`src/design/mmc3bm_pkg.sv`:
```
// Shared constants for the MMC3-style bank mapper with scanline IRQ.
// Request codes, register decode addresses, configuration indexes and reset values.
// No dependencies.
package mmc3bm_pkg;

	// Request codes
	localparam logic [2:0] REQ_CPU_WRITE = 3'd0;
	localparam logic [2:0] REQ_TICK      = 3'd1;
	localparam logic [2:0] REQ_PRG_QUERY = 3'd2;
	localparam logic [2:0] REQ_CHR_QUERY = 3'd3;
	localparam logic [2:0] REQ_LOW_READ  = 3'd4;

	// Configuration register indexes
	localparam int unsigned CFG_IDX_W = 2;
	localparam int unsigned CFG_DATA_W = 10;
	localparam logic [CFG_IDX_W-1:0] CFG_PRG_BANK_COUNT = 2'd0;
	localparam logic [CFG_IDX_W-1:0] CFG_CHR_ROM_BANKS  = 2'd1;
	localparam logic [CFG_IDX_W-1:0] CFG_FOUR_SCREEN    = 2'd2;

	// High-area register decode (address & ADDR_DECODE_MASK)
	localparam logic [15:0] ADDR_DECODE_MASK  = 16'hE001;
	localparam logic [15:0] ADDR_BANK_SELECT  = 16'h8000;
	localparam logic [15:0] ADDR_BANK_DATA    = 16'h8001;
	localparam logic [15:0] ADDR_MIRRORING    = 16'hA000;
	localparam logic [15:0] ADDR_IRQ_LATCH    = 16'hC000;
	localparam logic [15:0] ADDR_IRQ_RELOAD   = 16'hC001;
	localparam logic [15:0] ADDR_IRQ_DISABLE  = 16'hE000;
	localparam logic [15:0] ADDR_IRQ_ENABLE   = 16'hE001;

	// Low-area window bounds (exclusive on both sides)
	localparam logic [15:0] ADDR_LOW_FLOOR = 16'h4100;
	localparam logic [15:0] ADDR_LOW_CEIL  = 16'h6000;
	localparam logic [15:0] ADDR_CHR_END   = 16'h2000;

	// Bank register targets of bank_select[2:0]
	localparam logic [2:0] SEL_CHR_PAIR_A = 3'd0;
	localparam logic [2:0] SEL_CHR_PAIR_B = 3'd1;
	localparam logic [2:0] SEL_CHR_S0     = 3'd2;
	localparam logic [2:0] SEL_CHR_S1     = 3'd3;
	localparam logic [2:0] SEL_CHR_S2     = 3'd4;
	localparam logic [2:0] SEL_CHR_S3     = 3'd5;
	localparam logic [2:0] SEL_PRG_FIRST  = 3'd6;
	localparam logic [2:0] SEL_PRG_SECOND = 3'd7;

	// Last visible scanline
	localparam logic [8:0] LAST_VISIBLE_LINE = 9'd239;

	// Reset values
	localparam logic [8:0] RST_PRG_BANK_COUNT = 9'd32;
	localparam logic [9:0] RST_CHR_ROM_BANKS  = 10'd256;
	localparam logic [7:0] RST_IRQ_RELOAD     = 8'hFF;

endpackage

```
`src/design/mmc3_style_bank_mapper_with_scanline_irq_unit.sv`:
```
// MMC3-style cartridge bank mapper with CHR half offsets and scanline IRQ counter.
// Depends on mmc3bm_pkg.
//
// Takes one request per clock while out_stall is low (CPU write, scanline tick,
// PRG/CHR bank query or low-area read) and returns exactly one result per
// request. A request is held in an input register, where shallow decode updates
// the mapper registers and forms the answer, which is then held in the result
// register; out_valid rises once the request has moved from the input register
// into the result register, and the sustained rate is one request per cycle
// while out_stall stays low. While a result waits under out_stall the input
// register can still take one request, so up to two requests are in flight;
// after that in_stall rises until the result is taken. irq_line and
// mirror_horizontal report the state after the request was applied.
// Configuration writes (prg_bank_count, chr_rom_banks, four_screen) are taken
// on any cycle with cfg_we high and should only be issued when the unit is idle.
module mmc3_style_bank_mapper_with_scanline_irq_unit (
	input  logic                               clk,
	input  logic                               arst_n,
	// configuration
	input  logic                               cfg_we,
	input  logic [mmc3bm_pkg::CFG_IDX_W-1:0]   cfg_index,
	input  logic [mmc3bm_pkg::CFG_DATA_W-1:0]  cfg_data,
	// request channel
	input  logic                               in_valid,
	output logic                               in_stall,
	input  logic [2:0]                         req_type,
	input  logic [15:0]                        address,
	input  logic [7:0]                         write_data,
	input  logic [8:0]                         scanline,
	input  logic                               rendering_on,
	// result channel
	output logic                               out_valid,
	input  logic                               out_stall,
	output logic [8:0]                         bank,
	output logic                               bank_is_chr_ram,
	output logic [7:0]                         read_data,
	output logic                               irq_line,
	output logic                               mirror_horizontal
);
	import mmc3bm_pkg::*;

	// Configuration registers
	logic [8:0] prg_bank_count_q;
	logic [9:0] chr_rom_banks_q;
	logic       four_screen_q;

	// Mapper state
	logic [7:0] bank_select_q;
	logic [7:0] chr_pair_a_q;
	logic [7:0] chr_pair_b_q;
	logic [7:0] chr_single_q [4];
	logic [7:0] prg_first_q;
	logic [7:0] prg_second_q;
	logic       chr_low_off_q;
	logic       chr_high_off_q;
	logic       mirror_q;
	logic       irq_enabled_q;
	logic [7:0] irq_count_q;
	logic [7:0] irq_reload_q;
	logic       irq_pending_q;
	logic       reload_q;
	logic       reload_vblank_q;
	logic       irq_out_q;

	// Input register
	logic        valid_s1;
	logic [2:0]  type_s1;
	logic [15:0] addr_s1;
	logic [7:0]  data_s1;
	logic [8:0]  line_s1;
	logic        rend_s1;

	// Result register
	logic        out_valid_q;

	logic advance;

	// Next state and answer
	logic [7:0] bank_select_d;
	logic [7:0] chr_pair_a_d;
	logic [7:0] chr_pair_b_d;
	logic [7:0] chr_single_d [4];
	logic [7:0] prg_first_d;
	logic [7:0] prg_second_d;
	logic       chr_low_off_d;
	logic       chr_high_off_d;
	logic       mirror_d;
	logic       irq_enabled_d;
	logic [7:0] irq_count_d;
	logic [7:0] irq_reload_d;
	logic       irq_pending_d;
	logic       reload_d;
	logic       reload_vblank_d;
	logic       irq_out_d;
	logic [8:0] bank_d;
	logic       is_ram_d;
	logic [7:0] rd_d;

	// Stage moves on when the result register is free or being emptied
	assign advance  = valid_s1 && (!out_valid_q || !out_stall);
	assign in_stall = valid_s1 && !advance;
	assign out_valid = out_valid_q;

	// Request decode and state update
	always_comb begin
		logic [15:0] dec;
		logic [7:0]  cnt;
		logic [8:0]  second_last;
		logic [8:0]  last;
		logic [2:0]  win_c;
		logic [2:0]  slot;
		logic [7:0]  v8;
		logic [8:0]  v9;
		logic        ram;

		bank_select_d   = bank_select_q;
		chr_pair_a_d    = chr_pair_a_q;
		chr_pair_b_d    = chr_pair_b_q;
		chr_single_d    = chr_single_q;
		prg_first_d     = prg_first_q;
		prg_second_d    = prg_second_q;
		chr_low_off_d   = chr_low_off_q;
		chr_high_off_d  = chr_high_off_q;
		mirror_d        = mirror_q;
		irq_enabled_d   = irq_enabled_q;
		irq_count_d     = irq_count_q;
		irq_reload_d    = irq_reload_q;
		irq_pending_d   = irq_pending_q;
		reload_d        = reload_q;
		reload_vblank_d = reload_vblank_q;
		irq_out_d       = irq_out_q;
		bank_d          = '0;
		is_ram_d        = 1'b0;
		rd_d            = '0;

		dec         = addr_s1 & ADDR_DECODE_MASK;
		cnt         = irq_count_q;
		second_last = prg_bank_count_q - 9'd2;
		last        = prg_bank_count_q - 9'd1;
		win_c       = addr_s1[12:10];
		slot        = win_c ^ {bank_select_q[7], 2'b00};
		ram         = (chr_rom_banks_q == '0);

		// CHR register value for the 1K slot
		case (slot)
			3'd0:    v8 = chr_pair_a_q;
			3'd1:    v8 = chr_pair_a_q | 8'h01;
			3'd2:    v8 = chr_pair_b_q;
			3'd3:    v8 = chr_pair_b_q + 8'd1;
			default: v8 = chr_single_q[slot[1:0]];
		endcase
		v9 = {1'b0, v8};
		if (!win_c[2])
			v9[8] = chr_low_off_q;
		else
			v9[8] = chr_high_off_q;

		case (type_s1)
			REQ_CPU_WRITE: begin
				if (addr_s1 > ADDR_LOW_FLOOR && addr_s1 < ADDR_LOW_CEIL) begin
					chr_low_off_d  = data_s1[0];
					chr_high_off_d = data_s1[4];
				end else begin
					case (dec)
						ADDR_BANK_SELECT: bank_select_d = data_s1;
						ADDR_BANK_DATA: begin
							case (bank_select_q[2:0])
								SEL_CHR_PAIR_A: chr_pair_a_d    = data_s1 & 8'hFE;
								SEL_CHR_PAIR_B: chr_pair_b_d    = data_s1 & 8'hFE;
								SEL_CHR_S0:     chr_single_d[0] = data_s1;
								SEL_CHR_S1:     chr_single_d[1] = data_s1;
								SEL_CHR_S2:     chr_single_d[2] = data_s1;
								SEL_CHR_S3:     chr_single_d[3] = data_s1;
								SEL_PRG_FIRST:  prg_first_d     = data_s1;
								default:        prg_second_d    = data_s1;
							endcase
						end
						ADDR_MIRRORING: begin
							if (!four_screen_q)
								mirror_d = data_s1[0];
						end
						ADDR_IRQ_LATCH: irq_reload_d = data_s1;
						ADDR_IRQ_RELOAD: begin
							irq_count_d = irq_count_q | 8'h80;
							if (line_s1 <= LAST_VISIBLE_LINE) begin
								reload_d = 1'b1;
							end else begin
								reload_vblank_d = 1'b1;
								reload_d        = 1'b0;
							end
						end
						ADDR_IRQ_DISABLE: begin
							irq_enabled_d = 1'b0;
							irq_pending_d = 1'b0;
							irq_out_d     = 1'b0;
						end
						ADDR_IRQ_ENABLE: begin
							irq_enabled_d = 1'b1;
							irq_pending_d = 1'b0;
						end
						default: ;
					endcase
				end
			end
			REQ_TICK: begin
				// visible line with rendering on: clock the counter
				if (line_s1 <= LAST_VISIBLE_LINE && rend_s1) begin
					if (reload_vblank_q) begin
						cnt             = irq_reload_q;
						reload_vblank_d = 1'b0;
					end
					if (reload_q) begin
						cnt      = irq_reload_q;
						reload_d = 1'b0;
					end else if (cnt != '0) begin
						cnt = cnt - 8'd1;
					end
					if (cnt == '0) begin
						if (irq_enabled_q && irq_reload_q != '0) begin
							irq_pending_d = 1'b1;
							irq_out_d     = 1'b1;
						end
						reload_d = 1'b1;
					end
					irq_count_d = cnt;
				end
			end
			REQ_PRG_QUERY: begin
				if (addr_s1[15]) begin
					case (addr_s1[14:13])
						2'd0:    bank_d = bank_select_q[6] ? second_last : {1'b0, prg_first_q};
						2'd1:    bank_d = {1'b0, prg_second_q};
						2'd2:    bank_d = bank_select_q[6] ? {1'b0, prg_first_q} : second_last;
						default: bank_d = last;
					endcase
				end
			end
			REQ_CHR_QUERY: begin
				if (addr_s1 < ADDR_CHR_END) begin
					is_ram_d = ram;
					bank_d   = ram ? {6'd0, v8[2:0]} : v9;
				end
			end
			REQ_LOW_READ: rd_d = 8'h01;
			default: ;
		endcase
	end

	// Configuration registers
	always_ff @(posedge clk or negedge arst_n) begin
		if (!arst_n) begin
			prg_bank_count_q <= RST_PRG_BANK_COUNT;
			chr_rom_banks_q  <= RST_CHR_ROM_BANKS;
			four_screen_q    <= 1'b0;
		end else if (cfg_we) begin
			case (cfg_index)
				CFG_PRG_BANK_COUNT: prg_bank_count_q <= cfg_data[8:0];
				CFG_CHR_ROM_BANKS:  chr_rom_banks_q  <= cfg_data;
				CFG_FOUR_SCREEN:    four_screen_q    <= cfg_data[0];
				default: ;
			endcase
		end
	end

	// Mapper state, updated as each request leaves the input register
	always_ff @(posedge clk or negedge arst_n) begin
		if (!arst_n) begin
			bank_select_q   <= 8'd0;
			chr_pair_a_q    <= 8'd0;
			chr_pair_b_q    <= 8'd2;
			chr_single_q[0] <= 8'd4;
			chr_single_q[1] <= 8'd5;
			chr_single_q[2] <= 8'd6;
			chr_single_q[3] <= 8'd7;
			prg_first_q     <= 8'd0;
			prg_second_q    <= 8'd1;
			chr_low_off_q   <= 1'b0;
			chr_high_off_q  <= 1'b0;
			mirror_q        <= 1'b0;
			irq_enabled_q   <= 1'b0;
			irq_count_q     <= 8'd0;
			irq_reload_q    <= RST_IRQ_RELOAD;
			irq_pending_q   <= 1'b0;
			reload_q        <= 1'b0;
			reload_vblank_q <= 1'b0;
			irq_out_q       <= 1'b0;
		end else if (advance) begin
			bank_select_q   <= bank_select_d;
			chr_pair_a_q    <= chr_pair_a_d;
			chr_pair_b_q    <= chr_pair_b_d;
			chr_single_q    <= chr_single_d;
			prg_first_q     <= prg_first_d;
			prg_second_q    <= prg_second_d;
			chr_low_off_q   <= chr_low_off_d;
			chr_high_off_q  <= chr_high_off_d;
			mirror_q        <= mirror_d;
			irq_enabled_q   <= irq_enabled_d;
			irq_count_q     <= irq_count_d;
			irq_reload_q    <= irq_reload_d;
			irq_pending_q   <= irq_pending_d;
			reload_q        <= reload_d;
			reload_vblank_q <= reload_vblank_d;
			irq_out_q       <= irq_out_d;
		end
	end

	// Input register control
	always_ff @(posedge clk or negedge arst_n) begin
		if (!arst_n) begin
			valid_s1 <= 1'b0;
		end else if (!in_stall) begin
			valid_s1 <= in_valid;
		end
	end

	// Input register payload
	always_ff @(posedge clk) begin
		if (in_valid && !in_stall) begin
			type_s1 <= req_type;
			addr_s1 <= address;
			data_s1 <= write_data;
			line_s1 <= scanline;
			rend_s1 <= rendering_on;
		end
	end

	// Result register control
	always_ff @(posedge clk or negedge arst_n) begin
		if (!arst_n) begin
			out_valid_q <= 1'b0;
		end else if (!out_valid_q || !out_stall) begin
			out_valid_q <= valid_s1;
		end
	end

	// Result register payload
	always_ff @(posedge clk) begin
		if (advance) begin
			bank              <= bank_d;
			bank_is_chr_ram   <= is_ram_d;
			read_data         <= rd_d;
			irq_line          <= irq_out_d;
			mirror_horizontal <= mirror_d;
		end
	end

	// An empty input register never holds off the request side
	a_stall_needs_item: assert property (@(posedge clk) disable iff (!arst_n)
		!valid_s1 |-> !in_stall)
		else $error("in_stall raised with an empty input register");

	// A result held under stall is not dropped
	a_result_kept: assert property (@(posedge clk) disable iff (!arst_n)
		out_valid_q && out_stall |=> out_valid_q)
		else $error("stalled result lost");

	// The IRQ line is only ever driven while interrupts are enabled
	a_irq_needs_enable: assert property (@(posedge clk) disable iff (!arst_n)
		irq_out_q |-> irq_enabled_q)
		else $error("irq line high with interrupts disabled");

	// A request in the input register stalled only when a result is waiting
	a_stall_cause: assert property (@(posedge clk) disable iff (!arst_n)
		in_stall |-> out_valid_q && out_stall)
		else $error("input stalled without a waiting result");

endmodule
```
`config.mk`:
```
export PLATFORM = sky130hd
export DESIGN_NAME = mmc3_style_bank_mapper_with_scanline_irq_unit
export DESIGN_NICKNAME = d
export VERILOG_FILES = /design/src/design/mmc3bm_pkg.sv /design/src/design/mmc3_style_bank_mapper_with_scanline_irq_unit.sv
export SDC_FILE = /design/constraint.sdc
export NUM_CORES = 1
export LEC_CHECK = 0
export BUFFER_PORTS_ARGS = -buffer_cell sky130_fd_sc_hd__buf_2
export CAP_MARGIN = 15
export CORE_MARGIN = 2
export CORE_UTILIZATION = 45
export DETAILED_ROUTE_END_ITERATION = 8
export HOLD_SLACK_MARGIN = 0.06
export PLACE_DENSITY = 0.66
export REMOVE_ABC_BUFFERS = 1
export SLEW_MARGIN = 20
export SYNTH_ARGS = -nofsm -noshare
export SYNTH_HDL_FRONTEND = slang
export SYNTH_SLANG_ARGS = --single-unit
```
`constraint.sdc`:
```
create_clock -name clk -period 2.4 [get_ports clk]
set_input_delay 0.6 -clock clk [delete_from_list [all_inputs] [get_ports clk]]
set_output_delay 0.6 -clock clk [all_outputs]
set_load 0.05 [all_outputs]
```
# [Word-level counts from Yosys, hierarchy flattened]
# Cells that the tools add are included.
# W data, S select, Z words.
[word_totals] n_memories=0 output_inout_bits=22 ram_bits=0 mem_bits_ro=0 latchBits=0 ff_bits=172
[op_classes] n_shift=0 muxes=46 eq_ne=28 bitwise_logic=5 div=0 reduce_logical=42 order_cmp=5 multipliers=0 n_addsub=4
[op_table] cell="$mux W8" n=12
[op_table] cell="$mux W9" n=5
[op_table] cell="$reduce_and A5 Y1" n=9
[op_table] cell="$pmux W8 S4" n=1
[op_table] cell="$eq A4 B4 Y1 const B" n=7
[op_table] cell="$pmux W9 S3" n=1
[op_table] cell="$mux W1" n=20
[op_table] cell="$eq A3 B2 Y1 const B" n=6
[op_table] cell="$pmux W9 S2" n=1
[op_table] cell="$bmux W8 S2" n=1
[op_table] cell="$gt A16 B15 Y1 const B" n=1
[op_table] cell="$lt A16 B14 Y1 const B" n=1
[op_table] cell="$lt A16 B15 Y1 const B" n=1
[op_table] cell="$pmux W8 S2" n=1
[op_table] cell="$reduce_and A4 Y1" n=4
[op_table] cell="$reduce_bool A8 Y1" n=2
[op_table] cell="$eq A3 B3 Y1 const B" n=4
[op_table] cell="$logic_not A10 Y1" n=1
[op_table] cell="$eq A3 B1 Y1 const B" n=3
[op_table] cell="$le A9 B8 Y1 const B" n=1
[op_table] cell="$logic_not A3 Y1" n=3
[op_table] cell="$sub A9 B1 Y9 const B" n=1
[op_table] cell="$sub A9 B2 Y9 const B" n=1
[op_table] cell="$add A8 B1 Y8 const B" n=1
[op_table] cell="other kinds (19)" n=42

# [Longest topological paths before layout]
# Gate-level depths: netlist of run 1.
[logic_depth] ltp_word=13 depth_mapped=10 ltp_nobuf=9

# [Worst setup path before layout of run 1]
# Ideal clock, no wire load.
[synth_timing] kind="flip-flop to flip-flop" start="register reload_vblank_q" end="register irq_line, data pin" path_stages_with_launch=11 t_required_ns=2.235 setup_slack_ns=-0.160 arrival_ns=2.395 path_cell_list="dfrtp_1 -> buf_2 -> mux2_2 -> inv_1 -> ha_1 -> nor3b_1 -> nand2_1 -> a32o_1 -> a21oi_1 -> o2111ai_1 -> o31ai_2"
[synth_between] elab_chain_cells=12
[synth_rtl] item="start: declaration" line_no="mmc3_style_bank_mapper_with_scanline_irq_unit.sv:62" text="logic reload_vblank_q;"
[synth_rtl] item="start signal: assignment" line_no="mmc3_style_bank_mapper_with_scanline_irq_unit.sv:302" text="reload_vblank_q <= reload_vblank_d;"
[synth_rtl] item="$mux W8 (*)" line_no="mmc3_style_bank_mapper_with_scanline_irq_unit.sv:208" text="if (reload_vblank_q) begin"
[synth_rtl] item="$mux W8 (*)" line_no="mmc3_style_bank_mapper_with_scanline_irq_unit.sv:207" text="if (line_s1 <= LAST_VISIBLE_LINE && rend_s1) begin"
[synth_rtl] item="$mux W8 (*)" line_no="mmc3_style_bank_mapper_with_scanline_irq_unit.sv:158" text="case (type_s1)"
[synth_rtl] item="$sub A8 B1 Y8 or $reduce_bool A8 Y1 (tied branches)" line_no="mmc3_style_bank_mapper_with_scanline_irq_unit.sv:216, mmc3_style_bank_mapper_with_scanline_irq_unit.sv:215"
[synth_rtl] item="$mux W8 (*)" line_no="mmc3_style_bank_mapper_with_scanline_irq_unit.sv:215" text="end else if (cnt != '0) begin"
[synth_rtl] item="$mux W8 (*)" line_no="mmc3_style_bank_mapper_with_scanline_irq_unit.sv:212" text="if (reload_q) begin"
[synth_rtl] item="$mux W8 (*)" line_no="mmc3_style_bank_mapper_with_scanline_irq_unit.sv:207"
[synth_rtl] item="$mux W8 (*)" line_no="mmc3_style_bank_mapper_with_scanline_irq_unit.sv:158"
[synth_rtl] item="$logic_not A8 Y1 (*)" line_no="mmc3_style_bank_mapper_with_scanline_irq_unit.sv:218" text="if (cnt == '0) begin"
[synth_rtl] item="$mux W1 (*)" line_no="mmc3_style_bank_mapper_with_scanline_irq_unit.sv:218"
[synth_rtl] item="$mux W1 (*)" line_no="mmc3_style_bank_mapper_with_scanline_irq_unit.sv:207"
[synth_rtl] item="$pmux W1 S2 (*)" line_no="mmc3_style_bank_mapper_with_scanline_irq_unit.sv:158"
[synth_rtl] item="named net irq_out_d" line_no="mmc3_style_bank_mapper_with_scanline_irq_unit.sv:94" text="logic irq_out_d;"
[synth_rtl] item="end signal: assignment" line_no="mmc3_style_bank_mapper_with_scanline_irq_unit.sv:342" text="irq_line <= irq_out_d;"
[synth_rtl] item="end: declaration" line_no="mmc3_style_bank_mapper_with_scanline_irq_unit.sv:37" text="output logic irq_line,"
# Mark *: on every way through the listed nets, which the timed path passes. The rest lies on a longest branch. The select of a mux whose other input is x is not followed.
# A chain may end at the register's enable or synchronous reset.

# [Final worst setup path of run 1]
# Ends and elaborated chain as after synthesis.

==> summary.md, run 1 <==
| Metric | Value |
|---|---|
| 1st-iter DRT viols | `397` |
| RSZ-0062 raised after global routing | `yes` |
| Netlist Area Pre-Place | `7740 sq um` |
| Worst EP arrival | `about 2.7 ns` |
| Clock skew | `0.0123 ns` |
| Final TNS setup | `0 ns` |
| Top_reg_cell synth | `dfrtp_1` |
| Netlist cell types | `77` |
| Ys Warns | `0` |
| Area added between synthesis and finish | `19.0%` |
| # rows | `47` |
| Avg Vias per Cell | `5.55` |
| Final WS setup | `0.00874 ns` |
| Async set or reset register ratio after synthesis | `roughly 71%` |
| Final wirelength | `17700 um` |
| Cts hold-fix bufs | `0` |
| Max IR drop VDD | `0.000555 V` |
| DP Worst Slack | `-0.182 ns` |
| CTS root buf | `clkbuf_16` |
| Core Box Area | `about 17000 sq um` |
| Worst rel slew slack | `roughly 60%` |
| Global-route wire length before repair | `28900 um` |
| Final period utilization | `between 90% and 100%` |
| WHS | `~0.15 ns` |
| Reg clk slew, reported paths | `~0.060 ns` |
| Leak pwr | `approximately 4 nW` |
| Seq/Total Area, Yosys | `a little over half` |
| Power Dens Cells | `835 nW/um^2` |
| Die X | `135 um` |
| Most common cell after layout, fill and taps aside | `dfrtp_1` |
| Most frequent cells in the layout | `dfrtp_1, buf_2, mux2_2` |
| Post-route cell area | `just over 9000 sq um` |
| Worst setup EP type | `flop` |
| Final Hold Vio Count | `0` |
| Worst Setup Start Kind | `flop` |
| DR WL/cell | `18.7 um` |
| Status | `complete, no violations` |
| Global-route usage over all layers | `20.7%` |
| Initial Utilization | `between 40% and 50%` |
| Crit path kind | `flop to flop` |
| Layout cell share with drive strength beyond 1 | `a little under two fifths` |
| DP Area | `8540 sq um` |
| Die H | `135 um` |
| Cells after Synth | `617` |
| # diodes | `0` |
| Global route total overflow | `0` |
| Hold Crit Class | `primary input to asynchronous set/reset pin` |
| Syn Area/Cell | `approximately 13 sq um` |
| Boundary Pins | `76` |
| Initial antenna violation count | `0` |
| Sink Count | `158` |
| Vias in the first global route | `between 5000 and 6000` |
| Max Cap Viol | `0` |
| Final Setup Violations | `0` |
| CTS tree | `done` |
| Vias | `5248` |
| Later-pin clock latency in the skew report | `0.43 ns` |
| Bufs on Longest Clock Path | `2` |
| Fin crit period | `2.39 ns` |
| DRT antenna net count | `0` |
| EDFF count, synth | `46` |
| H-tree depth | `4` |
| Fmax | `418 MHz` |
| IO buf count | `64` |
| Die area | `18300 sq um` |
| DRC violations left | `0` |
| FF-to-FF setup slack | `0.009 ns` |
| #FFs+latches synth | `158` |
| Gpl congestion | `0.920` |
| Number of buffers created by CTS | `17` |
| Max FO, Critical Path | `6` |
| Largest net degree at the start of global routing | `42` |
| Slew Viols, Final | `0` |
| DP HPWL | `between 10000 and 15000 um` |
| Nets@finish | `770` |
| Req. time, crit path | `2.66 ns` |
| Detailed-router iteration count before antenna repair | `7` |
| Worst-Margin Slew | `0.601 ns` |
-- metal layers --
| layer | wire length (um) | track usage (%) | vias to the layer above |
|---|---|---|---|
| met1 | 8310 | 28.8 | 2654 |
| met2 | 8450 | 32.8 | 124 |
| met5 | 0 | 0 | - |
| met3 | 647 | 3.90 | 21 |
| li1 | - | - | 2449 |
| met4 | 302 | 6.77 | 0 |
-- metrics by stage --
stage	total power, mW	utilization (%)	instances
after floorplan	4.33	-	582
after global placement	4.97	51.1	911
after detailed placement	5.00	51.1	911
after CTS	7.60	54.7	943
after global routing	8.05	55.1	946
final	7.68	55.1	946
-- worst max-delay path, cell delays in order, from the launching register on --
cell and delay [ns]:
dfrtp_1 0.40, buf_4 0.15, mux2i_1 0.22, ha_4 0.22
nor3b_4 0.23, xnor2_2 0.15, nor3_1 0.08, o31ai_1 0.34
buf_4 0.19, nand2_1 0.07, o31ai_2 0.19
-- final timing paths --
| check | startpoint | to | depth (start not counted) |
|---|---|---|---|
| setup / recovery | reload_vblank_q | irq_line | 10 |
| max in group asynchronous | arst_n | irq_reload_q[6] | 2 |
| min in group clk | write_data[3] | data_s1[3] | 1 |
| hold reg to reg | chr_pair_a_q[3] | chr_pair_a_q[3] | 1 |
| hold / removal | arst_n | chr_single_q[6] | 1 |
| setup reg to reg | reload_vblank_q | irq_line | 10 |
-- flip-flops by register name, summed over array words and instances, names as in the netlist, 9 cells and up --
name              count
chr_single_q         32
addr_s1              16
chr_rom_banks_q      10
bank                  9
prg_bank_count_q      9
-- where the power goes --
group	leakage, nW	switching, mW	total [mW]	internal, mW
clock network	0.260	1.09	2.55	1.45
registers	1.87	0.263	3.28	3.02
logic	1.83	0.991	1.86	0.865
-- what timing repair did --
action,4_1_cts,5_1_grt
setup endpoints to repair,4,9
gates resized for setup,6,10
endpoints found under the hold margin,0,0
pin swaps,1,2
setup buffers,0,3
-- area by class of cell --
| class | instances | area [sq um] |
|---|---|---|
| fillers | 1450 | 7500 |
| flip-flops and latches | 158 | 4210 |
| multi-input cells | 412 | 3400 |
| repair buffers | 112 | 721 |
| clock buffers | 19 | 443 |
| well taps | 220 | 275 |
| clock inverters | 13 | 114 |
| inverters | 12 | 45.0 |
-- logic make-up after synthesis --
logic type	synth area share (%)
xor gates and xnor gates	1.81
muxes	19.1
DFF	54.4
AOI/OAI and AO/OA	8.30
buffers and inverters	3.04
and+or+nand+nor	12.8
other	0.0485
adders and majority gates	0.485
-- cells in the mapped netlist (3+ instances only) --
library cell / instances / area, sq um
nor3b_1: 7 / 52.6
xnor2_1: 10 / 87.6
mux2_2: 52 / 586
nand2b_1: 10 / 62.6
o21ai_0: 13 / 65.1
o22ai_1: 8 / 50.1
nor4b_1: 3 / 26.3
nand3_1: 4 / 20.0
nand4_1: 4 / 25.0
ha_1: 3 / 37.5
mux2_1: 39 / 439
nand2_1: 33 / 124
nand2_2: 4 / 25.0
nor4_1: 8 / 50.1
edfxtp_1: 46 / 1380
clkbuf_1: 18 / 67.6
nor2b_1: 5 / 31.3
a311oi_1: 3 / 26.3
buf_4: 7 / 52.6
dfrtp_1: 92 / 2300
a211oi_1: 7 / 52.6
mux2i_1: 15 / 150
buf_2: 8 / 40.0
inv_1: 9 / 33.8
a21oi_1: 35 / 175
dfstp_2: 20 / 526
mux4_2: 8 / 180
buf_1: 8 / 30.0
mux2_4: 8 / 120
xor2_1: 6 / 52.6
nor2_1: 45 / 169
a22oi_1: 3 / 22.5
o21ai_1: 4 / 20.0
nor3_1: 12 / 60.1
Power figures use the tool's default switching activity.
==> run 2: changes to the inputs <==
--- a/config.mk
+++ b/config.mk
@@ -10,6 +10,7 @@
 export CORE_MARGIN = 2
 export CORE_UTILIZATION = 45
 export DETAILED_ROUTE_END_ITERATION = 8
+export GPL_TIMING_DRIVEN = 0
 export HOLD_SLACK_MARGIN = 0.06
 export PLACE_DENSITY = 0.66
 export REMOVE_ABC_BUFFERS = 1
==> summary.md, run 2 (synthesis gave the netlist of run 1 again) <==
| Metric | Value |
|---|---|
| DR top layer | `met4 (unchanged)` |
| Number of buffers created by CTS | `17 (unchanged)` |
| Later-pin clock latency in the skew report | `0.43 ns (about the same)` |
| Largest net degree at the start of global routing | `58 (was 42)` |
| FF+latch area | `4210 sq um (about the same)` |
| Worst-Margin Slew | `1.12 ns (was 0.601 ns)` |
| Final wirelength | `17700 um (about the same)` |
| Clock skew | `0.00843 ns (was 0.0123 ns)` |
| Detailed-router iteration count before antenna repair | `5 (was 7)` |
| # diodes | `0 (unchanged)` |
| Leak pwr | `3.91 nW (was 3.96 nW)` |
| Initial Utilization | `46.3% (unchanged)` |
| DRC violations left | `0 (unchanged)` |
| Vias | `5268 (was 5248)` |
| Fill cells | `1415 (was 1450)` |
| Final period utilization | `101% (was 99.6%)` |
| Worst setup EP type | `flop (unchanged)` |
| FF-to-FF End | `irq_line (unchanged)` |
| Worst EP arrival | `2.68 ns (was 2.65 ns)` |
| Crit path kind | `flop to flop (unchanged)` |
| Bufs on Longest Clock Path | `2 (unchanged)` |
| Global-route wire length before repair | `28300 um (was 28900 um)` |
| Sink Count | `158 (unchanged)` |
| Worst Setup Start Kind | `flop (unchanged)` |
| DP HPWL | `11900 um (was 12800 um)` |
| Final Setup Violations | `1 (was 0)` |
| DR WL/cell | `19.3 um (was 18.7 um)` |
| RSZ-0062 raised after global routing | `yes (unchanged)` |
| Final WS setup | `-0.0257 ns (was 0.00874 ns)` |
| Avg Vias per Cell | `5.76 (was 5.55)` |
| Multi-input gate area | `3430 sq um (was 3400 sq um)` |
| CTS tree | `done (unchanged)` |
| Area added between synthesis and finish | `17.1% (was 19.0%)` |
| Max Cap Viol | `0 (unchanged)` |
| Power Dens Cells | `847 nW/um^2 (was 835 nW/um^2)` |
| Largest Register | `chr_single_q (unchanged)` |
| Met2 Wirelength | `8580 um (was 8450 um)` |
| Depth of the most critical reg-to-reg path | `9 (was 10)` |
| Boundary Pins | `76 (unchanged)` |
| H-tree depth | `4 (unchanged)` |
| Reg2Reg Launch Point | `reload_vblank_q (unchanged)` |
| Max reg flops | `32 (unchanged)` |
| Most common cell after layout, fill and taps aside | `dfrtp_1 (unchanged)` |
| Status | `finished with violations (was complete, no violations)` |
| Nets@finish | `739 (was 770)` |
| Hold Crit Class | `primary input to asynchronous set/reset pin (unchanged)` |
| Die H | `135 um (unchanged)` |
| 1st-iter DRT viols | `564 (was 397)` |
| Gpl congestion | `0.864 (was 0.920)` |
| Final Hold Vio Count | `0 (unchanged)` |
| Global-route usage over all layers | `20.5% (was 20.7%)` |
| Worst rel slew slack | `25.3% (was 59.9%)` |
| DRT antenna net count | `0 (unchanged)` |
| Die X | `135 um (unchanged)` |
| Slew Viols, Final | `0 (unchanged)` |
| Failing checks | `negative setup slack` |
| Post-route cell area | `9060 sq um (was 9210 sq um)` |
| Most frequent cells in the layout | `dfrtp_1, buf_2, mux2_2 (unchanged)` |
| Die area | `18300 sq um (unchanged)` |
| Met3 routed WL | `919 um (was 647 um)` |
| Layout cell share with drive strength beyond 1 | `35.4% (was 36.9%)` |
| Max FO, Critical Path | `7 (was 6)` |
| # rows | `47 (unchanged)` |
| Initial antenna violation count | `0 (unchanged)` |
| Fin crit period | `2.43 ns (was 2.39 ns)` |
| CTS root buf | `clkbuf_16 (unchanged)` |
| Vias in the first global route | `5177 (was 5393)` |
| Final non-filler cell total | `915 (was 946)` |
| Global route total overflow | `0 (unchanged)` |
| Max IR drop VDD | `0.000535 V (was 0.000555 V)` |
| FF-to-FF setup slack | `-0.03 ns (was 0.009 ns)` |
| Core Box Area | `16700 sq um (unchanged)` |
| Cells after DPL | `867 (was 911)` |
| Fmax | `412 MHz (was 418 MHz)` |
| DP Worst Slack | `-0.978 ns (was -0.182 ns)` |
| IO buf count | `64 (unchanged)` |
| Reg clk slew, reported paths | `0.07 ns (was 0.06 ns)` |
| Req. time, crit path | `2.65 ns (was 2.66 ns)` |
| WL met1 | `7840 um (was 8310 um)` |
| DP Area | `8200 sq um (was 8540 sq um)` |
| Top flop regs | `chr_single_q x32, addr_s1 x16, chr_rom_banks_q x10 (unchanged)` |
-- run 2: cell count changes in the layout (fill, tap and decap cells not counted), sizes merged --
cell	change
bufinv	+1
clkinv	-1
clkinvlp	-3
inv	+3
buf	-31
-- run 2: what timing repair did --
item | in CTS | in global routing
setup buffers | 11 | 5
gates resized for setup | 16 | 13
hold buffers | 0 | 0
endpoints found under the setup margin | 73 | 52
pin swaps | 5 | 2
-- run 2: critical path, stage by stage (launching register included) --
cell	delay, ns
dfrtp_4	0.49
mux2_4	0.34
inv_4	0.08
ha_4	0.18
nor3b_4	0.23
nand2_1	0.08
a32o_2	0.25
a21oi_2	0.15
o2111ai_2	0.17
o31ai_2	0.28
-- run 2: power breakdown --
group	leakage [nW]	switching, mW	internal [mW]	total (mW)
Sequential	1.87	0.333	3.02	3.35
Combinational	1.76	0.899	0.730	1.63
Clock	0.282	1.14	1.56	2.69
Total	3.91	2.37	5.31	7.68
-- run 2: worst max path at each step --
stage | start | slack [ns] | depth (start not counted) | endpoint
2_1_floorplan | reload_vblank_q | -0.32 | 9 | irq_line
6_report | reload_vblank_q | -0.03 | 9 | irq_line
3_3_place_gp | reload_vblank_q | -0.93 | 9 | irq_line
5_1_grt | reload_vblank_q | -0.12 | 9 | irq_line
4_1_cts | out_valid | 0.002 | 7 | chr_single_q[3]
3_5_place_dp | reload_vblank_q | -0.98 | 9 | irq_line
-- run 2: routing by layer --
layer	global-route usage (%)	vias to the layer above
li1	-	2402
met1	28.2	2662
met2	32.4	173
met3	4.47	31
met4	7.06	0
met5	0	-
-- run 2: cell type report --
class	instances	area share [%]
clock buffers	19	4.78
clock inverters	13	1.70
inverters	12	0.552
multi-input cells	412	37.9
flip-flops and latches	158	46.5
well taps	220	3.04
repair buffers	81	5.51
-- run 2: metrics by stage --
step	util [%]	power, mW	hold slack (ns)	setup TNS (ns)
floorplan	-	4.33	0.304	-0.630
detailed placement	49.1	4.76	0.474	-22.68
global placement	48.9	4.71	0.466	-68.59
finish	54.2	7.68	0.138	-0.0257
CTS	53.6	7.61	0.153	0
global route	54.2	8.03	0.174	-0.203
==> run 3: changes to the inputs <==
==> constraint.sdc (replaced) <==
create_clock -name clk -period 2.2 [get_ports clk]
set_input_delay 0.55 -clock clk [delete_from_list [all_inputs] [get_ports clk]]
set_output_delay 0.55 -clock clk [all_outputs]
set_load 0.05 [all_outputs]
==> summary.md, run 3 (synthesis gave the netlist of run 1 again) <==
| Metric | Value |
|---|---|
| Area added between synthesis and finish | `19.5% (was 17.1%)` |
| # rows | `47 (unchanged)` |
| Initial antenna violation count | `0 (unchanged)` |
| Crit path kind | `flop to flop (unchanged)` |
| Final non-filler cell total | `928 (was 915)` |
| H-tree depth | `4 (unchanged)` |
| Later-pin clock latency in the skew report | `0.43 ns (about the same)` |
| Critical-path cell with the highest stage delay | `dfrtp_4 (unchanged)` |
| Worst-Margin Slew | `0.785 ns (was 1.12 ns)` |
| Pwr Total | `8.46 mW (was 7.68 mW)` |
| Bufs on Longest Clock Path | `2 (unchanged)` |
| Top flop regs | `chr_single_q x32, addr_s1 x16, chr_rom_banks_q x10 (unchanged)` |
| Sink Count | `158 (unchanged)` |
| Nets@finish | `752 (was 739)` |
| Largest Register | `chr_single_q (unchanged)` |
| DRT antenna net count | `0 (unchanged)` |
| Final Hold Vio Count | `0 (unchanged)` |
| Final Setup Violations | `4 (was 1)` |
| Layout cell share with drive strength beyond 1 | `37.4% (was 35.4%)` |
| Fill cells | `1396 (was 1415)` |
| Vias in the first global route | `5264 (was 5177)` |
| DRC violations left | `0 (unchanged)` |
| Core Box Area | `16700 sq um (unchanged)` |
| Worst Setup Start Kind | `flop (unchanged)` |
| Reg clk slew, reported paths | `0.07 ns (about the same)` |
| CP max stage delay | `0.50 ns (was 0.49 ns)` |
| Die area | `18300 sq um (unchanged)` |
| Hold Crit Class | `primary input to asynchronous set/reset pin (unchanged)` |
| Boundary Pins | `76 (unchanged)` |
| Post-route cell area | `9240 sq um (was 9060 sq um)` |
| Largest net degree at the start of global routing | `58 (unchanged)` |
| Most common cell after layout, fill and taps aside | `dfrtp_1 (unchanged)` |
| IO buf count | `64 (unchanged)` |
| CP cell instances | `mux2_4 -> inv_4 -> ha_4 -> nor3b_4 -> nand2_1 -> a32o_2 -> a21oi_2 -> o2111ai_2 -> o31ai_2 (unchanged)` |
| RSZ-0062 raised after global routing | `yes (unchanged)` |
| Status | `finished with violations (unchanged)` |
| Final TNS setup | `-0.477 ns (was -0.0257 ns)` |
| Initial Utilization | `46.3% (unchanged)` |
| Slew Viols, Final | `0 (unchanged)` |
| Worst EP arrival | `2.63 ns (was 2.68 ns)` |
| Global-route usage over all layers | `20.6% (was 20.5%)` |
| Clock skew | `0.00868 ns (was 0.00843 ns)` |
| Max Cap Viol | `0 (unchanged)` |
| Die H | `135 um (unchanged)` |
| CTS root buf | `clkbuf_16 (unchanged)` |
| # diodes | `0 (unchanged)` |
| Final WS setup | `-0.181 ns (was -0.0257 ns)` |
| DP Area | `8200 sq um (unchanged)` |
| Max IR drop VDD | `0.000559 V (was 0.000535 V)` |
| Detailed-router iteration count before antenna repair | `5 (unchanged)` |
| Power Dens Cells | `916 nW/um^2 (was 847 nW/um^2)` |
| Worst rel slew slack | `47.5% (was 25.3%)` |
| Cells after DPL | `867 (unchanged)` |
| 1st-iter DRT viols | `476 (was 564)` |
| Number of buffers created by CTS | `17 (unchanged)` |
| Worst setup EP type | `flop (unchanged)` |
| Fin crit period | `2.38 ns (was 2.43 ns)` |
| DP HPWL | `11900 um (unchanged)` |
| Max reg flops | `32 (unchanged)` |
| DP Worst Slack | `-1.18 ns (was -0.978 ns)` |
| Most frequent cells in the layout | `dfrtp_1, buf_2, mux2_2 (unchanged)` |
| Req. time, crit path | `2.45 ns (was 2.65 ns)` |
| CTS tree | `done (unchanged)` |
| WHS | `0.0858 ns (was 0.138 ns)` |
| Leak pwr | `4.00 nW (was 3.91 nW)` |
| Final Util | `55.3% (was 54.2%)` |
| Failing checks | `negative setup slack (unchanged)` |
| Vias | `5287 (was 5268)` |
| Max FO, Critical Path | `7 (unchanged)` |
| Die X | `135 um (unchanged)` |
| Avg Vias per Cell | `5.70 (was 5.76)` |
| Gpl congestion | `0.864 (unchanged)` |
| Fmax | `420 MHz (was 412 MHz)` |
| Final wirelength | `17900 um (was 17700 um)` |
| Global-route wire length before repair | `28600 um (was 28300 um)` |
| DR WL/cell | `19.3 um (about the same)` |
| Final period utilization | `108% (was 101%)` |
| Global route total overflow | `0 (unchanged)` |
## run 3: cell types whose count changed in the layout (fill, tap and decap cells not counted), sizes merged
| cell | previous run | this run |
|---|---|---|
| buf | 81 | 94 |
## run 3: worst paths after layout
check                                      from  slack, ns               to  depth (start not counted)
worst max register to register  reload_vblank_q      -0.18         irq_line                          9
worst min register to register  chr_pair_a_q[1]       0.49  chr_pair_a_q[1]                          1
worst min-delay path                     arst_n       0.09  chr_pair_a_q[5]                          1
min in group clk                     address[2]       0.29       addr_s1[2]                          1
worst max-delay path            reload_vblank_q      -0.18         irq_line                          9
max in group asynchronous                arst_n       1.40  irq_reload_q[3]                          2
## run 3: power by group
part	internal (mW)	switching, mW	leakage [nW]
Combinational	0.844	1.02	1.84
Clock	1.70	1.24	0.282
Sequential	3.30	0.362	1.87
## run 3: metal layers
layer | part of all wire, % | global-route usage (%) | vias to the layer above
li1 | - | - | 2430
met1 | 45 | 28.3 | 2649
met2 | 49 | 32.7 | 178
met3 | 4.7 | 4.50 | 30
met4 | 1.7 | 7.18 | 0
met5 | 0 | 0 | -
## run 3: critical path: cells and delay by family (launching register included)
| family | cells | cell delay (ns) |
|---|---|---|
| AND/OR/NAND/NOR | 2 | 0.29 |
| flip-flops | 1 | 0.50 |
| AO/OA/AOI/OAI | 4 | 0.83 |
| buffers and inverters | 1 | 0.07 |
| adder cells (fa/ha/maj) | 1 | 0.17 |
| multiplexers | 1 | 0.34 |
## run 3: cell type report
| class | instances | area (sq um) | share of cell area, % |
|---|---|---|---|
| inverters | 12 | 55.1 | 0.596 |
| repair buffers | 94 | 613 | 6.63 |
| well taps | 220 | 275 | 2.98 |
| multi-input cells | 412 | 3500 | 37.9 |
| clock inverters | 13 | 154 | 1.67 |
| flip-flops and latches | 158 | 4210 | 45.6 |
| clock buffers | 19 | 433 | 4.68 |
## run 3: what timing repair did
| action | in CTS | in global routing |
|---|---|---|
| pin swaps | 9 | 3 |
| buffers inserted | 18 | 11 |
| resized for setup | 30 | 12 |
| setup endpoints to repair | 82 | 69 |
| hold buffers | 0 | 0 |
